===== config.mk =====
export PLATFORM = sky130hd
export DESIGN_NAME = elffa_ram
export DESIGN_NICKNAME = d
export VERILOG_FILES = /design/src/rtl/core/elffa_ram.sv
export SDC_FILE = /design/constraint.sdc
export NUM_CORES = 1
export LEC_CHECK = 0
export BUFFER_PORTS_ARGS = -buffer_cell sky130_fd_sc_hd__buf_4
export CAP_MARGIN = 25
export CORE_UTILIZATION = 60
export CTS_CLUSTER_DIAMETER = 40
export DETAILED_ROUTE_END_ITERATION = 10
export PLACE_DENSITY = 0.78
export SLEW_MARGIN = 10
export SYNTH_ARGS = -nofsm -noshare
export SYNTH_HDL_FRONTEND = slang
export SYNTH_SLANG_ARGS = --single-unit

===== constraint.sdc =====
create_clock -name clk -period 2.1 [get_ports clk]
set_input_delay 0.105 -clock clk [delete_from_list [all_inputs] [get_ports clk]]
set_output_delay 0.105 -clock clk [all_outputs]
set_load 0.1 [all_outputs]

===== src/rtl/core/elffa_ram.sv =====
// Generic simple dual-port RAM: one write port, one registered read port.
// No dependencies.
`timescale 1ns / 1ps
`default_nettype none
module elffa_ram #(
  parameter int WIDTH = 8,
  parameter int DEPTH = 16
) (
  input  logic                     clk,
  input  logic                     we,
  input  logic [$clog2(DEPTH)-1:0] waddr,
  input  logic [WIDTH-1:0]         wdata,
  input  logic [$clog2(DEPTH)-1:0] raddr,
  output logic [WIDTH-1:0]         rdata
);

  logic [WIDTH-1:0] mem [DEPTH];

  always_ff @(posedge clk) begin
    if (we) begin
      mem[waddr] <= wdata;
    end
    rdata <= mem[raddr];
  end

endmodule
`default_nettype wire


==> results summary <==
Entering global routing, the biggest net connects 33 pins. The overall routed net length came out at ~10 mm. The peak supply drop is 628 uV. The design internal power came out at 5.12 mW. The number of slew-limit violations in the final report is 0. The fraction of layout cells with a size suffix above 1 came out at 0.308.

By startpoint and endpoint, the worst setup path is classified as flop to flop. The global-route usage over all layers is 0.245. The critical path data arrival time came out at approximately 1.8 ns. The root buffer cell is sky130_fd_sc_hd__clkbuf_8. Adding up every negative setup slack in the final design gives 0 ns.

The post-synthesis cell count came out at around 230. 0 antenna diodes ended up in the layout. The post-CTS repair timing setup buffer count came out at 0. The count of port buffers added during placement came out at 25. The post-synthesis cell type count came out at 19.

Of the total power, combinational logic draws 0.067. For this configuration, the core starts out at a cell density of 0.623. The number of vias per cell after detailed routing is just over 6. The footprint of the flip-flops and latches came out at 0.00400 mm2. The floorplan has 33 rows. The initial antenna violation count is 0. The register bit total from synthesis is 136. The first-pass GRT wire length is ~15 mm. The count of nets left with antenna violations after detail routing is 0. For the pin with the worst max-slew slack, the measured transition is between 0.8 and 0.9 ns. The share of the synthesized area in the top cell type came out at 0.747. The chip width is 94.6 um. The number of nets in the final layout came out at 307. The normalized max-slew margin is 0.459. The layout has between 400 and 500 filler cells. The fmax came out at 728 MHz. For this run, the share of the core covered by cells in the final layout is 0.754. The portion of the post-synthesis area used by sequential elements is 0.778. The average wire length per cell after detail routing is between 20 and 25 um. On the final layout, the worst clock skew is between 0.009 and 0.01 ns. The overall die area came out at ~0.0090 mm2. The largest buffer count on any clock path is 2. The number of maximum-capacitance violations came out at 0. The boundary pin count is 26. The share of the cycle needed by the critical path after routing came out at 0.654. The later-pin clock latency in the skew report is ~0.5 ns.

The async set or reset register ratio after synthesis came out at 0. Of all cell types, the one taking the most synthesized area is sky130_fd_sc_hd__edfxtp_1. The post-synthesis instance area is approximately 0.005 mm2. The final setup violation count came out at 0.

Summing over every cut layer, the via total after detailed routing is ~2,500. STA classifies the critical path endpoint as a flop. Setup repair after global routing left no endpoint under its margin. The total number of clock tree sinks is about 140. The analysis attributes to net switching a power of roughly 1.4 mW. At the end of routability-driven placement, the weighted congestion stood at between 0.7 and 0.8. The number of levels in the clock H-tree is 4. The flow ran to the end, and the final reports show no timing, DRC or antenna violations.

In the post-synthesis netlist, the biggest area contributors are sky130_fd_sc_hd__edfxtp_1 75%, sky130_fd_sc_hd__mux4_2 7.9%, sky130_fd_sc_hd__mux4_1 7.1%. TritonCTS built the clock tree. At the placement stage, the worst setup path has a slack of between 0.5 and 0.6 ns.

The total nets after synthesis came out at approximately 250. The startpoint type of the worst setup path is a flop. The first detailed-routing pass took 4 iterations. The clock network fraction of design power came out at 0.464. The area added between synthesis and finish is 21.0%. The area of the core came out at 0.00826 mm2. The required time of the worst setup path came out at 2.47 ns. The final count of hold timing violations came to 0. The estimated wirelength of the detail-placed design is 6.16 mm. The maximum net fanout on the critical path is 1. The post-route DRC violation count came out at 0. In this run the vertical extent of the chip is 94.6 um.

The ratio of total power to cell area is between 1000 and 1500 mW/mm2. The final worst slack is between 0.7 and 0.8 ns. TritonCTS created 17 clock buffers. The number of enable-type register cells in the synthesized netlist is between 100 and 150.

Each instance of the synthesized netlist takes up on average between 20 and 25 um2. The class of the tightest hold or removal check is input port to flop. The minimum period implied by the final worst setup slack is 1.37 ns. The area taken by multi-input logic gates came out at approximately 0.0011 mm2. The most instantiated library cell after synthesis is sky130_fd_sc_hd__edfxtp_1. For this run, the number of Yosys warnings is 0. The via count of the first global-routing pass came to ~2,500. Among all flip-flop cells after synthesis, the most frequent one is sky130_fd_sc_hd__edfxtp_1.

The sequential cell fraction of total power came out at 0.469. Summed over all layers, the global routing overflow is 0. Counting instances in the post-synthesis netlist gives the leading cell types as 128 x sky130_fd_sc_hd__edfxtp_1, 18 x sky130_fd_sc_hd__mux4_2, 16 x sky130_fd_sc_hd__a22oi_1. Clock-pin slew was measured on the worst setup and hold paths at about 0.060 ns. The number of DRC markers in iteration 0 came out at about 230. The switching portion of total power is 0.214. The standby leakage power is 2.15 nW.
[final cells by class]
class,instances,share of cell area
tap,105,0.0211
sequential,136,0.643
timing repair buffer,51,0.0667
clock inverter,14,0.0322
multi-input combinational,83,0.170
clock buffer,18,0.0671
[sequential cells by signal, summed over array words and instances (netlist names)]
name   flops
rdata      8
mem      128
[worst max-delay path: stages, from the launching register on]
cell and delay (ns):
sky130_fd_sc_hd__edfxtp_1 0.37, sky130_fd_sc_hd__mux4_1 0.49, sky130_fd_sc_hd__a22oi_1 0.29, sky130_fd_sc_hd__nand2_1 0.11
[power by group through the flow]
stage / Combinational (mW) / Sequential [mW] / Clock, mW
after floorplan: 0.154 / 3.24 / 0
after global placement: 0.413 / 3.11 / 0
after detailed placement: 0.423 / 3.11 / 0
after CTS: 0.440 / 3.06 / 3.06
after global routing: 0.461 / 3.06 / 3.17
final: 0.438 / 3.06 / 3.03
[per-stage QoR]
step / total power, mW / instances / hold WS (ns) / area [um2]
final: 6.52 / 407 / 0.128 / 6230
after global routing: 6.69 / 407 / 0.117 / 6230
after CTS: 6.55 / 407 / 0.106 / 6230
after detailed placement: 3.53 / 367 / 0.422 / 5530
after global placement: 3.52 / 367 / 0.405 / 5530
after floorplan: 3.39 / 229 / 0.204 / 5150
[final timing paths]
kind / startpoint / end / slack, ns / cells past startpoint
max: mem[0][5] / rdata[5] / 0.73 / 3
min reg2reg: mem[14][3] / rdata[3] / 0.67 / 3
min: waddr[0] / mem[4][7] / 0.13 / 3
max reg2reg: mem[0][5] / rdata[5] / 0.73 / 3
[cell families after synthesis]
kind of cell    share of synthesized area
compound gates                     0.0233
buf+inv                            0.0168
flops                               0.778
mux                                 0.150
simple gates                       0.0318
[cell usage in the layout (no fill, tap or decap)]
| cell | Yosys | layout |
|---|---|---|
| sky130_fd_sc_hd__clkinv_2 | 0 | 2 |
| sky130_fd_sc_hd__buf_12 | 0 | 1 |
| sky130_fd_sc_hd__inv_8 | 0 | 1 |
| sky130_fd_sc_hd__nand3_1 | 1 | 1 |
| sky130_fd_sc_hd__clkbuf_16 | 0 | 16 |
| sky130_fd_sc_hd__a22oi_1 | 16 | 16 |
| sky130_fd_sc_hd__clkbuf_8 | 0 | 1 |
| sky130_fd_sc_hd__dlygate4sd3_1 | 0 | 8 |
| sky130_fd_sc_hd__inv_6 | 0 | 1 |
| sky130_fd_sc_hd__bufinv_16 | 0 | 4 |
| sky130_fd_sc_hd__and2b_1 | 1 | 1 |
| sky130_fd_sc_hd__nor3_1 | 4 | 4 |
| sky130_fd_sc_hd__mux4_1 | 14 | 14 |
| sky130_fd_sc_hd__edfxtp_1 | 128 | 128 |
| sky130_fd_sc_hd__nor2_1 | 13 | 13 |
| sky130_fd_sc_hd__nand2b_1 | 2 | 2 |
| sky130_fd_sc_hd__buf_4 | 1 | 42 |
| sky130_fd_sc_hd__nand2_1 | 9 | 9 |
| sky130_fd_sc_hd__clkbuf_1 | 0 | 1 |
| sky130_fd_sc_hd__mux4_2 | 18 | 18 |
| sky130_fd_sc_hd__nand3b_1 | 2 | 2 |
| sky130_fd_sc_hd__clkinv_4 | 0 | 4 |
| sky130_fd_sc_hd__and2_1 | 1 | 1 |
| sky130_fd_sc_hd__clkinvlp_4 | 0 | 2 |
| sky130_fd_sc_hd__nor2b_1 | 1 | 1 |
| sky130_fd_sc_hd__dfxtp_1 | 8 | 8 |
| sky130_fd_sc_hd__or3b_2 | 1 | 1 |
[what timing repair did]
action,in CTS,in global routing
hold endpoints to repair,128,0
gates resized for setup,0,0
hold buffers,8,0
[per-layer routing]
layer  global-route usage  part of all wire  vias to the layer above
met3               0.0588             0.074                       15
met5                    0                 0                        -
met1                0.336              0.40                     1270
li1                     -                 -                     1092
met4                0.104             0.020                        0
met2                0.381              0.50                      118
Power figures use the tool's default switching activity.
